<file path="src/rtl/cwvp_pkg.sv">
`default_nettype none

package cwvp_pkg;

  localparam int CWVP_MAX_STEPS = 64;
  localparam int WALK_W         = 64;
  localparam int LEN_W          = 7;
  // Vertex coordinates stay within a few units of the walk length.
  localparam int CRD_W          = 9;
  localparam int TOT_W          = 13;
  localparam int TURN_EXCESS    = 4;

  typedef logic [CRD_W-1:0] crd_t;

  typedef struct packed {
    logic [WALK_W-1:0] walk_bits;
    logic [LEN_W-1:0]  walk_length;
  } cwvp_in_t;

  typedef struct packed {
    logic no_vertex_polygon;
    logic is_clockwise;
    logic turn_count_error;
  } cwvp_out_t;

  typedef struct packed {
    logic load;
    logic step1;
    logic step2;
    logic fin;
  } cwvp_cmd_t;

  typedef struct packed {
    logic len_zero;
    logic last_step;
  } cwvp_sts_t;

endpackage

`default_nettype wire

</file>
<file path="src/rtl/cwvp_dp.sv">
`default_nettype none

module cwvp_dp
  import cwvp_pkg::*;
#(
  parameter int MAX_STEPS = CWVP_MAX_STEPS
) (
  input  wire logic      clk,
  input  wire logic      rst_n,
  input  wire cwvp_cmd_t cmd,
  input  wire cwvp_in_t  in_item,
  output cwvp_sts_t      sts,
  output cwvp_out_t      out_item
);

  localparam int IW = $clog2(MAX_STEPS);
  localparam int NW = $clog2(MAX_STEPS + 1);

  localparam crd_t CRD_ONE  = CRD_W'(1);
  localparam crd_t CRD_MONE = {CRD_W{1'b1}};

  function automatic crd_t floor_half(crd_t a, crd_t b);
    logic [CRD_W:0] s;
    s = {a[CRD_W-1], a} + {b[CRD_W-1], b};
    return s[CRD_W:1];
  endfunction

  function automatic crd_t abs_diff(crd_t a, crd_t b);
    logic [CRD_W:0] d;
    d = {a[CRD_W-1], a} - {b[CRD_W-1], b};
    if (d[CRD_W]) begin
      d = ~d + 1'b1;
    end
    return d[CRD_W-1:0];
  endfunction

  logic [MAX_STEPS-1:0] w_r;
  logic [LEN_W-1:0]     len_r;
  logic [IW-1:0]        idx_r, idx_nxt, lidx_r;

  logic                 pv1_r, xs1_r, ys1_r;
  logic [NW-1:0]        lefts_r, rights_r;

  logic                 pv2_r, xs2_r, ys2_r;
  crd_t                 x1_r, y1_r, x2_r, y2_r, x3_r, y3_r;
  crd_t                 vx_r, vy_r, fx_r, fy_r;
  logic [TOT_W-1:0]     total_r;
  logic                 have_first_r, fail_r;
  cwvp_out_t            res_r;

  logic [LEN_W-1:0]     len_sat;
  logic [IW-1:0]        lidx_in;
  logic                 last_in;

  logic                 st, turn1, right1;
  logic                 cw, err;
  crd_t                 x3n, y3n, vxn, vyn, dx, dy, dxf, dyf;
  logic                 turn2, rt, pair_bad, fin_bad, tgt_ok;
  logic [TOT_W-1:0]     half, half_f, tgt;

  always_comb begin
    len_sat = (in_item.walk_length > LEN_W'(MAX_STEPS)) ? LEN_W'(MAX_STEPS)
                                                       : in_item.walk_length;
    lidx_in = IW'(len_sat - LEN_W'(1));
    last_in = (len_sat != '0) && in_item.walk_bits[lidx_in];
  end

  always_comb begin
    st     = w_r[idx_r];
    turn1  = (pv1_r != st);
    right1 = pv1_r ^ xs1_r ^ ys1_r;

    cw  = ({1'b0, rights_r} == {1'b0, lefts_r} + (NW+1)'(TURN_EXCESS));
    err = !cw && ({1'b0, lefts_r} != {1'b0, rights_r} + (NW+1)'(TURN_EXCESS));

    x3n   = st ? x3_r : x3_r + (xs2_r ? CRD_ONE : CRD_MONE);
    y3n   = st ? y3_r + (ys2_r ? CRD_ONE : CRD_MONE) : y3_r;
    turn2 = (pv2_r != st);
    // Turn direction from the parity of the corner point.
    rt    = pv2_r ^ x2_r[0] ^ y2_r[0];
    vxn   = floor_half(x1_r, x3n);
    vyn   = floor_half(y1_r, y3n);
    if (rt != cw) begin
      vxn = vxn - ((x1_r - x2_r) + (x3n - x2_r));
      vyn = vyn - ((y1_r - y2_r) + (y3n - y2_r));
    end
    dx       = abs_diff(vxn, vx_r);
    dy       = abs_diff(vyn, vy_r);
    pair_bad = ((dx != '0) && (dy != '0)) || (dx[0] ^ dy[0]);
    half     = TOT_W'((dx | dy) >> 1);

    dxf     = abs_diff(fx_r, vx_r);
    dyf     = abs_diff(fy_r, vy_r);
    half_f  = TOT_W'((dxf | dyf) >> 1);
    // (length - 4) / 2 truncates toward zero, so length three still targets zero.
    tgt_ok  = (len_r >= LEN_W'(TURN_EXCESS - 1));
    tgt     = (len_r >= LEN_W'(TURN_EXCESS)) ?
              TOT_W'((len_r - LEN_W'(TURN_EXCESS)) >> 1) : '0;
    fin_bad = fail_r || !have_first_r ||
              ((dxf != '0) && (dyf != '0)) || (dxf[0] ^ dyf[0]) ||
              !tgt_ok || ((total_r + half_f) != tgt);
  end

  always_comb begin
    idx_nxt = idx_r;
    if (cmd.load) begin
      idx_nxt = '0;
    end else if (cmd.step1 || cmd.step2) begin
      idx_nxt = sts.last_step ? '0 : idx_r + IW'(1);
    end
  end

  always_ff @(posedge clk) begin
    if (!rst_n) begin
      idx_r <= '0;
    end else begin
      idx_r <= idx_nxt;
    end
  end

  always_ff @(posedge clk) begin
    if (cmd.load) begin
      w_r          <= in_item.walk_bits[MAX_STEPS-1:0];
      len_r        <= len_sat;
      lidx_r       <= lidx_in;
      pv1_r        <= last_in;
      xs1_r        <= 1'b1;
      ys1_r        <= 1'b1;
      lefts_r      <= '0;
      rights_r     <= '0;
      pv2_r        <= last_in;
      xs2_r        <= 1'b1;
      ys2_r        <= 1'b1;
      x1_r         <= last_in ? '0 : CRD_MONE;
      y1_r         <= last_in ? CRD_MONE : '0;
      x2_r         <= '0;
      y2_r         <= '0;
      x3_r         <= '0;
      y3_r         <= '0;
      vx_r         <= '0;
      vy_r         <= '0;
      fx_r         <= '0;
      fy_r         <= '0;
      total_r      <= '0;
      have_first_r <= 1'b0;
      fail_r       <= 1'b0;
    end
    if (cmd.step1) begin
      if (turn1 && right1) begin
        rights_r <= rights_r + NW'(1);
      end
      if (turn1 && !right1) begin
        lefts_r <= lefts_r + NW'(1);
      end
      if (st) begin
        xs1_r <= !xs1_r;
      end else begin
        ys1_r <= !ys1_r;
      end
      pv1_r <= st;
    end
    if (cmd.step2) begin
      if (turn2) begin
        vx_r <= vxn;
        vy_r <= vyn;
        if (!have_first_r) begin
          have_first_r <= 1'b1;
          fx_r         <= vxn;
          fy_r         <= vyn;
        end else if (pair_bad) begin
          fail_r <= 1'b1;
        end else begin
          total_r <= total_r + half;
        end
      end
      if (st) begin
        xs2_r <= !xs2_r;
      end else begin
        ys2_r <= !ys2_r;
      end
      x1_r  <= x2_r;
      y1_r  <= y2_r;
      x2_r  <= x3n;
      y2_r  <= y3n;
      x3_r  <= x3n;
      y3_r  <= y3n;
      pv2_r <= st;
    end
    if (cmd.fin) begin
      res_r.no_vertex_polygon <= fin_bad;
      res_r.is_clockwise      <= cw;
      res_r.turn_count_error  <= err;
    end
  end

  assign sts.len_zero  = (len_r == '0);
  assign sts.last_step = (idx_r == lidx_r);
  assign out_item      = res_r;

  a_idx_bound: assert property (@(posedge clk) disable iff (!rst_n)
    (cmd.step1 || cmd.step2) |-> (idx_r <= lidx_r))
    else $error("step index ran past the last step");

  a_fail_sticky: assert property (@(posedge clk) disable iff (!rst_n)
    (cmd.step2 && fail_r) |=> fail_r)
    else $error("vertex failure flag cleared during the second pass");

  a_turn_bound: assert property (@(posedge clk) disable iff (!rst_n)
    cmd.fin |-> (({1'b0, lefts_r} + {1'b0, rights_r}) <= (NW+1)'(len_r)))
    else $error("more turns counted than steps walked");

endmodule

`default_nettype wire

</file>
<file path="src/rtl/cwvp_ctrl.sv">
`default_nettype none

module cwvp_ctrl
  import cwvp_pkg::*;
(
  input  wire logic      clk,
  input  wire logic      rst_n,
  input  wire logic      start,
  output logic           busy,
  output logic           out_valid,
  output cwvp_cmd_t      cmd,
  input  wire cwvp_sts_t sts
);

  typedef enum logic [1:0] {
    S_IDLE,
    S_PASS1,
    S_PASS2,
    S_FINAL
  } state_t;

  state_t state_r, state_nxt;
  logic   out_valid_r, out_valid_nxt;

  always_comb begin
    state_nxt     = state_r;
    out_valid_nxt = 1'b0;
    cmd           = '0;
    unique case (state_r)
      S_IDLE: begin
        if (start) begin
          cmd.load  = 1'b1;
          state_nxt = S_PASS1;
        end
      end
      S_PASS1: begin
        // An empty walk has no steps to count and goes straight to the checks.
        if (sts.len_zero) begin
          state_nxt = S_FINAL;
        end else begin
          cmd.step1 = 1'b1;
          if (sts.last_step) begin
            state_nxt = S_PASS2;
          end
        end
      end
      S_PASS2: begin
        cmd.step2 = 1'b1;
        if (sts.last_step) begin
          state_nxt = S_FINAL;
        end
      end
      S_FINAL: begin
        cmd.fin       = 1'b1;
        out_valid_nxt = 1'b1;
        state_nxt     = S_IDLE;
      end
      default: begin
        state_nxt = S_IDLE;
      end
    endcase
  end

  always_ff @(posedge clk) begin
    if (!rst_n) begin
      state_r     <= S_IDLE;
      out_valid_r <= 1'b0;
    end else begin
      state_r     <= state_nxt;
      out_valid_r <= out_valid_nxt;
    end
  end

  assign busy      = (state_r != S_IDLE);
  assign out_valid = out_valid_r;

  a_strobe_after_final: assert property (@(posedge clk) disable iff (!rst_n)
    out_valid_r |-> $past(state_r == S_FINAL))
    else $error("result strobe without a final check cycle");

  a_load_starts: assert property (@(posedge clk) disable iff (!rst_n)
    cmd.load |=> (state_r == S_PASS1))
    else $error("accepted transaction did not start the first pass");

  a_empty_no_step: assert property (@(posedge clk) disable iff (!rst_n)
    ((state_r == S_PASS1) && sts.len_zero) |-> !cmd.step1)
    else $error("empty walk stepped in the first pass");

endmodule

`default_nettype wire

</file>
<file path="src/rtl/closed_walk_vertex_polygon_check_unit.sv">
// Channel  Ports                      Handshake
// input    in_item (cwvp_in_t)        taken when start is high and busy is low
// result   out_item (cwvp_out_t)      valid for the one cycle out_valid is high
//
// A transaction of N steps (length saturated to MAX_STEPS) walks the bits in two passes,
// one that counts turns and one that places the vertices, one bit per cycle in each,
// followed by the closing checks; an empty walk skips both passes and goes to the checks.
// busy drops in the result cycle, so the next transaction may start then.
// Reset is synchronous and active low; it idles the controller.
// The receiver cannot stall: each result is shown for one cycle only.
`default_nettype none

module closed_walk_vertex_polygon_check_unit
  import cwvp_pkg::*;
#(
  parameter int MAX_STEPS = CWVP_MAX_STEPS
) (
  input  wire logic     clk,
  input  wire logic     rst_n,
  input  wire logic     start,
  output logic          busy,
  input  wire cwvp_in_t in_item,
  output logic          out_valid,
  output cwvp_out_t     out_item
);

  cwvp_cmd_t cmd;
  cwvp_sts_t sts;

  cwvp_ctrl u_ctrl (
    .clk       (clk),
    .rst_n     (rst_n),
    .start     (start),
    .busy      (busy),
    .out_valid (out_valid),
    .cmd       (cmd),
    .sts       (sts)
  );

  cwvp_dp #(
    .MAX_STEPS (MAX_STEPS)
  ) u_dp (
    .clk      (clk),
    .rst_n    (rst_n),
    .cmd      (cmd),
    .in_item  (in_item),
    .sts      (sts),
    .out_item (out_item)
  );

endmodule

`default_nettype wire

</file>
<file path="config.mk">
export PLATFORM = sky130hd
export DESIGN_NAME = closed_walk_vertex_polygon_check_unit
export DESIGN_NICKNAME = d
export VERILOG_FILES = /design/src/rtl/cwvp_pkg.sv /design/src/rtl/cwvp_dp.sv /design/src/rtl/cwvp_ctrl.sv /design/src/rtl/closed_walk_vertex_polygon_check_unit.sv
export SDC_FILE = /design/constraint.sdc
export NUM_CORES = 1
export LEC_CHECK = 0
export BUFFER_PORTS_ARGS = -buffer_cell sky130_fd_sc_hd__buf_2
export CORE_MARGIN = 3
export CORE_UTILIZATION = 55
export DETAILED_ROUTE_END_ITERATION = 7
export PLACE_DENSITY = 0.76
export SYNTH_ARGS = -nofsm -noshare
export SYNTH_HDL_FRONTEND = slang
export SYNTH_SLANG_ARGS = --single-unit
export TNS_END_PERCENT = 1
</file>
<file path="constraint.sdc">
create_clock -name clk -period 9.8 [get_ports clk]
set_input_delay 0.98 -clock clk [delete_from_list [all_inputs] [get_ports clk]]
set_output_delay 0.98 -clock clk [all_outputs]
set_load 0.05 [all_outputs]
</file>
==> results of run 1 <==
## state kept, by name, summed over array words and instances, names as in the netlist, 2 cells and up
signal	count
u_dp.fx_r	9
u_dp.vx_r	9
u_dp.rights_r	7
u_dp.x1_r	9
u_dp.lidx_r	6
u_dp.idx_r	6
u_dp.vy_r	9
u_dp.y2_r	9
u_dp.total_r	13
u_dp.lefts_r	7
u_dp.y1_r	9
u_dp.len_r	7
u_dp.x2_r	9
u_ctrl.state_r	2
u_dp.out_item	3
u_dp.w_r	64
u_dp.fy_r	9
## cell families (layout without fill, tap and decap cells)
group,Yosys count,in the layout
flops,196,196
compound gates,379,379
xor+xnor,149,149
simple gates,511,511
fa+ha+maj,167,167
mux,68,68
buf+inv,211,367
## metal layers
layer	up-vias	global-route usage [%]
met1	6179	31.9
met2	388	41.7
li1	6278	-
met3	83	2.95
met4	0	9.42
met5	-	0
## metrics by stage
stage,instances,worst slack [ps]
after floorplan,1681,8.42
after global placement,2148,26.8
after detailed placement,2148,-256
after CTS,2190,-19.0
after global routing,2209,-482
final,2209,58.7
## path summary, 6_finish.rpt
path                                    endpoint  slack (ps)  cells after the start          start
worst max-delay path            u_dp.total_r[10]          60                     52  u_dp.idx_r[0]
worst min-delay path                u_dp.fy_r[6]         460                      2   u_dp.fy_r[6]
worst max register to register  u_dp.total_r[10]          60                     52  u_dp.idx_r[0]
worst min register to register      u_dp.fy_r[6]         460                      2   u_dp.fy_r[6]
## layout by cell type, fill, tap and decap left out, drive strengths merged, types with 9 or more instances in the layout
| cell | netlist | layout |
|---|---|---|
| a211oi | 12 | 12 |
| a21boi | 14 | 14 |
| a21o | 33 | 33 |
| a21oi | 96 | 96 |
| a31oi | 9 | 9 |
| and2 | 21 | 21 |
| and3 | 22 | 22 |
| buf | 13 | 179 |
| clkbuf | 43 | 18 |
| dfxtp | 78 | 78 |
| edfxtp | 118 | 118 |
| fa | 36 | 36 |
| ha | 131 | 131 |
| inv | 154 | 162 |
| mux2i | 38 | 38 |
| mux4 | 28 | 28 |
| nand2 | 146 | 146 |
| nand2b | 21 | 21 |
| nand3 | 59 | 59 |
| nand4 | 13 | 13 |
| nor2 | 113 | 113 |
| nor2b | 36 | 36 |
| nor3 | 29 | 29 |
| nor4 | 13 | 13 |
| o211ai | 11 | 11 |
| o21a | 15 | 15 |
| o21ai | 101 | 101 |
| o21bai | 22 | 22 |
| o31ai | 15 | 15 |
| or3 | 10 | 10 |
| xnor2 | 78 | 78 |
| xor2 | 71 | 71 |
## critical path, delay by kind of cell (launching register included)
family	cells	cell delay, ps
adder cells (fa/ha/maj)	7	2400
AND/OR/NAND/NOR	13	2020
multiplexers	1	530
XOR/XNOR	2	390
AO/OA/AOI/OAI	20	3110
buffers and inverters	9	740
flip-flops	1	410
## repair_timing
action	in CTS	in global routing
setup buffers	10	18
gates cloned	0	1
pin swaps	9	55
gates resized for setup	10	53
setup endpoints to repair	5	12
## final cells by class
type / count / area [µm²] / share of cell area [%]
inverters: 155 / 589 / 3.25
multi-input cells: 1274 / 10100 / 55.7
flip-flops and latches: 196 / 5110 / 28.2
repair buffers: 180 / 1210 / 6.69
well taps: 372 / 465 / 2.57
clock buffers: 17 / 425 / 2.35
clock inverters: 15 / 235 / 1.30
==> flow_results.org, run 1 <==
** Layout
- Number of nets in the final layout :: 2065
- From synthesis to final layout, the design area changed by 16.3%.
- Fill count :: roughly 2100
- Final non-filler cell area :: 18100 µm²
- Count of inserted antenna diode cells :: 0
- Layout cell share with drive strength beyond 1 :: 18.2%
- Final Util :: 66.2%

** Critical path
- Worst Path Required :: 10150 ps
- The critical path in this run is classified as reg2reg.
- Critical Path Slowest Stage Cell :: sky130_fd_sc_hd__mux4_2
- Highest cell delay on the worst timing path :: 530 ps
- Largest driver fanout on the critical path :: 7
- Crit. End Element :: register
- STA classifies the critical path startpoint as a register.
- Data on the critical path arrives at its endpoint at 10090 ps.
- Dominant cell type by count on the critical path :: sky130_fd_sc_hd__inv_2

** Detailed routing
- In the routed design, unresolved DRC markers number 0.
- Met2 routed WL :: 18500 µm
- Remaining antenna violation count :: 0
- The detailed router placed 12928 vias in this run.
- Vias per cell :: between 5 and 6
- DRT Wirelength :: 38300 µm
- For this run, the detailed router's first-pass iteration total came to 5.
- Routed metal-1 wire length :: between 15000 and 20000 µm
- Highest signal layer in the routed design :: met4
- The first routing iteration left roughly 1100 violations.
- After detailed routing, the met3 layer carries 1980 µm of wire.
- In the final routed layout, each cell accounts on average for 17.3 µm.

** GRT
- Wire length of the first global-routing pass :: 61200 µm
- The number of global-route vias before repair is 12627.
- The number of antenna violations at the first check in global routing came to 0.
- Total Routing Usage GR :: 24.4%
- Entering global routing, the biggest net connects 87 pins.
- Summed over all layers, the global routing overflow is 0.

** Synthesis
- After Yosys synthesis, and, or, nand and nor cells account for about 16% of the synthesized area.
- In the synthesized netlist, mux cells make up 6.70% of the area.
- XOR/XNOR share of the synthesized area :: under 10%
- Seq cells post-synth :: 196
- Post-synthesis instance area :: around 16000 µm²
- The commonest cells after synthesis are sky130_fd_sc_hd__inv_1 (154), sky130_fd_sc_hd__nand2_1 (145), sky130_fd_sc_hd__ha_1 (131).
- Yosys warns :: 0
- Dominant combinational cell family by area after synthesis :: simple AND/OR/NAND/NOR gates
- Net Count, Synth :: 1922
- The top cell type by area accounts for 22.7% of the synthesized area.
- After Yosys synthesis, full adders, half adders and majority gates account for 15.1% of the synthesized area.
- Main synth FF type :: sky130_fd_sc_hd__edfxtp_1
- Number of enable-type register cells in the synthesized netlist :: 118
- sky130_fd_sc_hd__inv_1 is the most common cell in the netlist.
- Summing the areas of all compound-gate instances in the mapped netlist gives 15.9% of the synthesized area.
- Counting distinct cell types in the post-synthesis netlist gives between 80 and 90.
- Of all flip-flops after synthesis, the portion carrying an async set or reset was 0%.
- Cell type with the largest total area after synthesis :: sky130_fd_sc_hd__edfxtp_1
- By area the synthesized netlist is led by sky130_fd_sc_hd__edfxtp_1 (23%), sky130_fd_sc_hd__ha_1 (11%), sky130_fd_sc_hd__dfxtp_1 (10%).
- After synthesis, the mean cell area works out to 9.27 µm².
- Counting every instance in the synthesized netlist gives 1681.
- Register area share after synthesis :: between 30% and 40%

** Place
- Summed over all nets, the half-perimeter wirelength after detailed placement is 28600 µm.
- Total cell area at the placement stage :: 17000 µm²
- Number of port buffers :: 78
- Gpl congestion :: between 0.9 and 1

** Clocking
- Number of CTS-inserted buffers :: 17
- In this run, post-CTS hold repair placed 0 buffers.
- Clock latency on the worst-skew pair, taken at its later pin, is 450 ps.
- For this design, the sink count on the clock tree is just under 200.
- The tree is rooted in a sky130_fd_sc_hd__clkbuf_16.
- TritonCTS clock tree :: built
- The longest clock path from root to sink contains 2 buffers.
- Number of levels in the clock H-tree :: 4
- Clock-pin slew on the worst setup and hold paths :: 100 ps

** Die
- Chip Height :: between 150 and 200 µm
- In this run the core area contains 60 standard-cell rows.
- In this run the horizontal extent of the chip is 174 µm.
- In this run the standard cell core region covers 27400 µm².
- For this configuration, the core starts out at a cell density of 56.9%.
- The die covers 30400 µm².
- In this run the count of I/O pins placed on the die edge is 79.

** STA
- Static timing analysis puts the maximum clock frequency at between 0.1 and 0.15 GHz.
- Number of hold violations in the final report :: 0
- Max-Slew Margin vs Limit :: 24.4%
- After layout, the minimum clock period comes to 9740 ps.
- After layout, the worst path uses just under 100% of the clock period.
- Setup repair after global routing could not meet its margin everywhere.
- For the pin with the worst max-slew slack, the measured transition is 1130 ps.
- Setup violations remaining at the end of the flow were counted as 0.
- Post-Route Hold Slack :: ~460 ps
- Clk_skew :: 21.8 ps
- The count of final max-slew check failures was 0.
- Setup TNS :: 0 ps

** Worst hold path
- HP Class :: reg2reg

** Status
- Result of the run :: completed

** Flow run
- The tool flagged a number of max-cap violations equal to 0.
Power of run 1 is not shown: default switching activity piles up to over one toggle a cycle in this logic, so the estimate is an artifact.
==> run 2: changes to the inputs <==
RECOVER_POWER = 50   (was unset)
==> run 2 against run 1 <==
The flow now finishes with violations (capacitance limit, slew limit). Via count increased by 0.46%. Maximum frequency up 0.10%. Critical path depth up 3. Register-to-register slack about the same. Sequential share of layout area increased by 0.12 points. Worst setup slack better by 10 ps. First-iteration DRC count rose by 1.8%. Hold slack improved by 0.83 ps. Critical path type unchanged.
==> flow_results.org, run 2 (synthesis gave the netlist of run 1 again) <==
** Status
- The flow ran to the end, but the final reports show violations.
- The final reports fail on capacitance limit, slew limit.

** Flow run
- Max-capacitance violation count :: 1 (+1)

** Layout
- Layout cell share with drive strength beyond 1 :: 15.4% (-2.8 points)
- Flip-flop count of the largest register after layout :: 64 (unchanged)
- Ranked by flip-flop count, first place goes to u_dp.w_r.
- The antenna cell count was 0 (unchanged).
- The post-layout net count is 2065 (unchanged).
- In the final layout, the registers with the most flip-flops are u_dp.w_r x64, u_dp.total_r x13.
- The area growth from synthesis to layout is 15.8%.
- Leaving out fill and tap cells, the most frequent cell in the layout is sky130_fd_sc_hd__inv_1.
- The top cell types in the final layout, fill and taps aside, are sky130_fd_sc_hd__inv_1 (142), sky130_fd_sc_hd__nand2_1 (141), sky130_fd_sc_hd__ha_1 (120), sky130_fd_sc_hd__edfxtp_1 (118), sky130_fd_sc_hd__nor2_1 (109).
- The area of the multi-input gates is 10100 µm² (unchanged).
- Fill count :: 2168 (+1.4%)
- Area of all sequential standard cells :: 5110 µm² (unchanged)

** STA
- The final setup slack of the worst path is 68.9 ps (+10.2 ps).
- Max-Slew Margin vs Limit :: -46.7% (-71 points)
- The part of the cycle the worst path needs came to 99.3% (-0.10 points).
- The count of endpoints failing setup in the final report was 0 (unchanged).
- The worst clock skew on the final layout came to 22.1 ps (+0.279 ps).
- The slew at the pin with the worst max-slew slack came to 2200 ps (+1070 ps).
- Max Clk Rate :: 0.103 GHz (+0.10%)
- The sum of negative setup slack is 0 ps (unchanged).
- Post-route minimum period :: 9730 ps (-10.2 ps)
- Setup repair after global routing missed its margin :: yes
- Max Transition Viols Final :: 38 (+38)
- The number of endpoints with negative hold slack in the final report was 0 (unchanged).

** Critical path
- The critical path in this run is classified as reg2reg.
- The worst path required time was 10150 ps (about the same).
- The worst setup path is launched from a register.
- Highest cell delay on the worst timing path :: 530 ps (about the same)
- Worst EP arrival :: 10080 ps (about the same)
- Critical Path Slowest Stage Cell :: sky130_fd_sc_hd__fa_1
- The worst setup path is captured at a register.
- The biggest fanout along the worst timing path is 12 (+5).
- Dominant cell type by count on the critical path :: sky130_fd_sc_hd__inv_2

** Worst hold path
- HP Class :: reg2reg

** GRT
- Pin count of the biggest net entering global routing :: 87 (unchanged)
- met2 is the most crowded layer.
- The met3 routing resource usage after global routing came to 2.95% (unchanged).
- The number of antenna violations at the first check in global routing is 0 (unchanged).
- Routing usage on met2 :: 41.7% (unchanged)
- Aggregate global routing overflow :: 0 (unchanged)
- Met1 GRT Util :: 31.9% (unchanged)
- The wire length of the first global-routing pass is 61200 µm (unchanged).
- Number of global-route vias before repair :: 12627 (unchanged)
- The total global routing track utilization came to 24.4% (unchanged).

** Die
- The number of placement rows was 60 (unchanged).
- Count of pins on the block boundary :: 79 (unchanged)
- The initial cell density of the core was 56.9% (unchanged).
- The floorplan core area came to 27400 µm² (unchanged).
- The die extent in y is 174 µm (unchanged).
- The die outline area is 30400 µm² (unchanged).
- Horizontal die dimension :: 174 µm (unchanged)

** Clocking
- The tree is rooted in a sky130_fd_sc_hd__clkbuf_16.
- Clock-pin slew on the worst setup and hold paths :: 100 ps (about the same)
- Worst-case clock buffer depth :: 2 (unchanged)
- TritonCTS clock tree :: built
- The CTS H-tree depth was 4 (unchanged).
- The clock sink total came to 196 (unchanged).
- Number of CTS-inserted buffers :: 17 (unchanged)
- Insertion delay to the later sink of the worst-skew pair :: 460 ps (about the same)

** Detailed routing
- The remaining design rule violation count is 0 (unchanged).
- The antenna violation net count after detailed routing was 0 (unchanged).
- The average vias per placed instance was 5.88 (+0.46%).
- Wire length per cell :: 17.4 µm (+0.12%)
- DRT Wirelength :: 38300 µm (+0.12%)
- The count of TritonRoute iterations in the first routing pass is 6 (+1).
- The total number of vias came to 12987 (+0.46%).
- Iteration-0 DRC count of the detailed router :: 1128 (+1.8%)

** Place
- Gpl congestion :: 0.964 (unchanged)
- The final HPWL from detailed placement is 28600 µm (unchanged).
- The total of buffers placed on input and output ports was 78 (unchanged).
- Setup slack at placement :: -256 ps (unchanged)
[run 2: per-stage QoR]
stage	util, %	instance area, µm²	hold slack [ps]	instances
finish	65.9	18100	465	2209
floorplan	-	15800	434	1681
global placement	61.9	17000	446	2148
global route	65.9	18100	493	2209
detailed placement	61.9	17000	453	2148
CTS	64.9	17800	467	2190
[run 2: repair_timing]
item / in CTS / in global routing
hold endpoints to repair: 0 / 0
buffers inserted: 10 / 18
hold buffers: 0 / 0
gates resized for setup: 10 / 53
setup endpoints to repair: 5 / 12
pin swaps: 9 / 55
cloned: 0 / 1
[run 2: layer usage]
metal / vias up / share of wire, %
met5: - / 0
met4: 0 / 2.9
met3: 71 / 5.3
met2: 422 / 49
met1: 6221 / 43
li1: 6273 / -
[run 2: worst max-delay path: cells and delay by family (launching register included)]
kind            cells  cell delay (ps)
compound gates     20             2630
fa+ha+maj           7             2400
simple gates       12             1880
buf+inv            12             1190
mux                 2              720
flops               1              390
xor+xnor            2              380
[run 2: final timing paths]
path | start | to | slack [ps] | cells past startpoint
worst max-delay path | u_dp.idx_r[1] | u_dp.total_r[10] | 70 | 55
worst max register to register | u_dp.idx_r[1] | u_dp.total_r[10] | 70 | 55
worst min register to register | u_dp.fy_r[6] | u_dp.fy_r[6] | 470 | 2
worst min-delay path | u_dp.fy_r[6] | u_dp.fy_r[6] | 470 | 2
[run 2: cell type report]
cell class                      instances  area share (%)
Clock buffer                           17            2.36
Clock inverter                         15            1.30
Inverter                              155            3.26
Multi-Input combinational cell       1274            55.9
Sequential cell                       196            28.3
Tap cell                              372            2.58
Timing Repair Buffer                  180            6.30
Power of run 2 is left out for the same reason.
==> run 3: changes to the inputs <==
CORE_MARGIN = 5   (was 3)
==> run 3 against run 2 <==
The run ends with capacitance limit left. Highest routed layer unchanged. Register-to-register slack is essentially flat. Clock skew rose by 2.2 ps. Clock-buffer cell count is the same. First-iteration DRC count fell by 23%. Maximum frequency about the same. Worst setup slack got worse by 4.8 ps. Die area rose by 4.6%. Global-route usage is 0.45 points lower. Core utilization fell by 1.7 points. Routed wire length barely moved. Critical path type unchanged. Cell count shrank 0.18%. Sequential share of layout area is 0.26 points higher.
==> flow_results.org, run 3 (synthesis gave the netlist of run 1 again) <==
** Detailed routing
- The total routed wire length on the met1 layer was 17000 µm (+2.5%).
- Wire length per cell :: 17.4 µm (+0.21%)
- The average vias per placed instance came to 5.80 (-1.4%).
- Number of DRC violations after detailed routing :: 0 (unchanged)
- The met2 wire length was 18700 µm (+0.78%).
- Count of TritonRoute iterations in the first routing pass :: 5 (-1)
- The length of routed met3 wiring was 1730 µm (-15%).
- Remaining antenna violation count :: 0 (unchanged)
- Signal routing reaches up to met4.
- The total number of vias is 12784 (-1.6%).
- Iteration-0 DRC count of the detailed router :: 874 (-23%)
- DRT Wirelength :: 38300 µm (about the same)

** Place
- Setup slack at placement :: -151 ps (+105 ps)
- Placed Cells incl. Taps :: 2156 (+0.37%)
- The final RePlAce weighted congestion is 0.912 (-5.4%).
- The total of buffers placed on input and output ports is 78 (unchanged).
- Detailed-placement wirelength estimate :: 29000 µm (+1.2%)

** Die
- Core area :: 27900 µm² (+1.7%)
- Chip Height :: 178 µm (+2.3%)
- The number of placement rows came to 61 (+1.7%).
- Initial core utilization :: 56.0% (-0.93 points)
- Die ar. :: 31800 µm² (+4.6%)
- The horizontal die dimension was 178 µm (+2.3%).
- The total I/O pin count was 79 (unchanged).

** STA
- Worst Slack Setup Final :: 64.1 ps (-4.84 ps)
- The count of endpoints failing setup in the final report was 0 (unchanged).
- Setup repair after global routing missed its margin :: yes
- The slew at the pin with the worst max-slew slack is 1500 ps (-701 ps).
- Post-route minimum period :: 9740 ps (+4.84 ps)
- Crit share post-route :: 99.3% (about the same)
- The peak clock frequency supported by timing was 0.103 GHz (about the same).
- Max-Slew Margin vs Limit :: 0.0810% (+47 points)
- Number of hold violations in the final report :: 0 (unchanged)
- The worst clock skew on the final layout is 24.3 ps (+2.21 ps).
- Max Transition Viols Final :: 0 (-100%)

** Critical path
- Worst setup path class :: reg2reg
- The peak per-stage delay on the critical path was 530 ps (about the same).
- On the critical path, the stage with the largest delay is an instance of sky130_fd_sc_hd__fa_1.
- Number of cell instances on the worst register-to-register path :: 53 (-3.6%)
- The logic depth of the worst setup path including buffers came to 53 (-3.6%).
- The count of buffering cells on the critical path with inverters included was 10 (-2).
- The worst path required time is 10160 ps (about the same).
- Largest delay share family, worst path :: compound AO/OA/AOI/OAI gates
- The arrival time at the worst endpoint came to 10100 ps (+20 ps).
- STA classifies the critical path endpoint as a register.
- The biggest fanout along the worst timing path was 5 (-7).
- Critical Path Start Type :: register

** Layout
- Final Util :: 64.2% (-1.7 points)
- Leaving out fill and tap cells, the most frequent cell in the layout is sky130_fd_sc_hd__inv_1.
- Area taken by multi-input logic gates :: 10000 µm² (-0.81%)
- Biggest register :: u_dp.w_r
- Area of all sequential standard cells :: 5110 µm² (unchanged)
- Fill count :: 2289 (+5.6%)
- Number of nets in the final layout :: 2055 (-0.48%)
- Count of inserted antenna diode cells :: 0 (unchanged)
- The share of final-layout standard cells stronger than drive strength 1 is 14.3% (-1.1 points).
- The count of non-filler cells in the finished layout came to 2205 (-0.18%).
- The flip-flop count of the largest register after layout is 64 (unchanged).
- Highest-count cells in the layout ignoring fill and taps :: sky130_fd_sc_hd__inv_1 (148), sky130_fd_sc_hd__nand2_1 (141), sky130_fd_sc_hd__ha_1 (122), sky130_fd_sc_hd__edfxtp_1 (118), sky130_fd_sc_hd__nor2_1 (108)
- From synthesis to final layout, the design area changed by 14.8%.
- In the final layout, the registers with the most flip-flops are u_dp.w_r x64, u_dp.total_r x13.

** GRT
- The number of global-route vias before repair came to 12593 (-0.27%).
- Pin count of the biggest net entering global routing :: 89 (+2.3%)
- Aggregate global routing overflow :: 0 (unchanged)
- The total global routing track utilization is 24.0% (-0.45 points).
- The number of antenna violations at the first check in global routing was 0 (unchanged).
- The wire length of the first global-routing pass is 61800 µm (+0.95%).

** Worst hold path
- The worst hold path belongs to the class reg2reg.
- The cell depth of the worst min-delay path is 2 (unchanged).

** Clocking
- The tree is rooted in a sky130_fd_sc_hd__clkbuf_16.
- The clock latency on the worst-skew pair came to 470 ps (about the same).
- Number of levels in the clock H-tree :: 4 (unchanged)
- The clock transition at the registers of the reported paths was 100 ps (about the same).
- Worst-case clock buffer depth :: 2 (unchanged)
- The count of hold buffers inserted by post-cts repair came to 0 (unchanged).
- Number of CTS-inserted buffers :: 17 (unchanged)
- The clock sink total came to 196 (unchanged).
- TritonCTS built the clock tree.

** Status
- Violations in the final reports :: capacitance limit
- The run finished, with violations left.

** Flow run
- Max-capacitance violation count :: 1 (unchanged)
-- run 3: worst min-delay path, cell delays in order (launching register included) --
cell	delay, ps
sky130_fd_sc_hd__dfxtp_1	320
sky130_fd_sc_hd__nand3_1	60
sky130_fd_sc_hd__nand2_1	50
-- run 3: worst paths after layout --
kind	start	end	slack, ps
max	u_dp.idx_r[0]	u_dp.total_r[10]	60
max reg2reg	u_dp.idx_r[0]	u_dp.total_r[10]	60
min reg2reg	u_dp.fx_r[6]	u_dp.fx_r[6]	470
min	u_dp.fx_r[6]	u_dp.fx_r[6]	470
-- run 3: routing by layer --
metal,GRT usage [%],vias up
li1,-,6238
met1,31.4,6126
met2,41.8,353
met3,2.90,67
met4,7.13,0
met5,0,-
-- run 3: per-stage QoR --
stage               TNS (ps)  hold WS [ps]  instance area [µm²]
global route           -1900           480                17900
detailed placement      -398           458                17000
floorplan                  0           434                15800
finish                     0           473                17900
global placement        -142           446                17000
CTS                        0           471                17700
-- run 3: timing repair --
action | CTS | global route
setup endpoints to repair | 4 | 12
resized for setup | 9 | 29
pin swaps | 9 | 36
setup buffers | 4 | 12
gates cloned | 0 | 2
-- run 3: area by class of cell --
class	instances	area share, %
Inverter	155	3.26
Clock inverter	15	1.29
Clock buffer	17	2.38
Multi-Input combinational cell	1274	56.0
Tap cell	378	2.64
Sequential cell	196	28.6
Timing Repair Buffer	170	5.92
Power of run 3 is left out for the same reason.
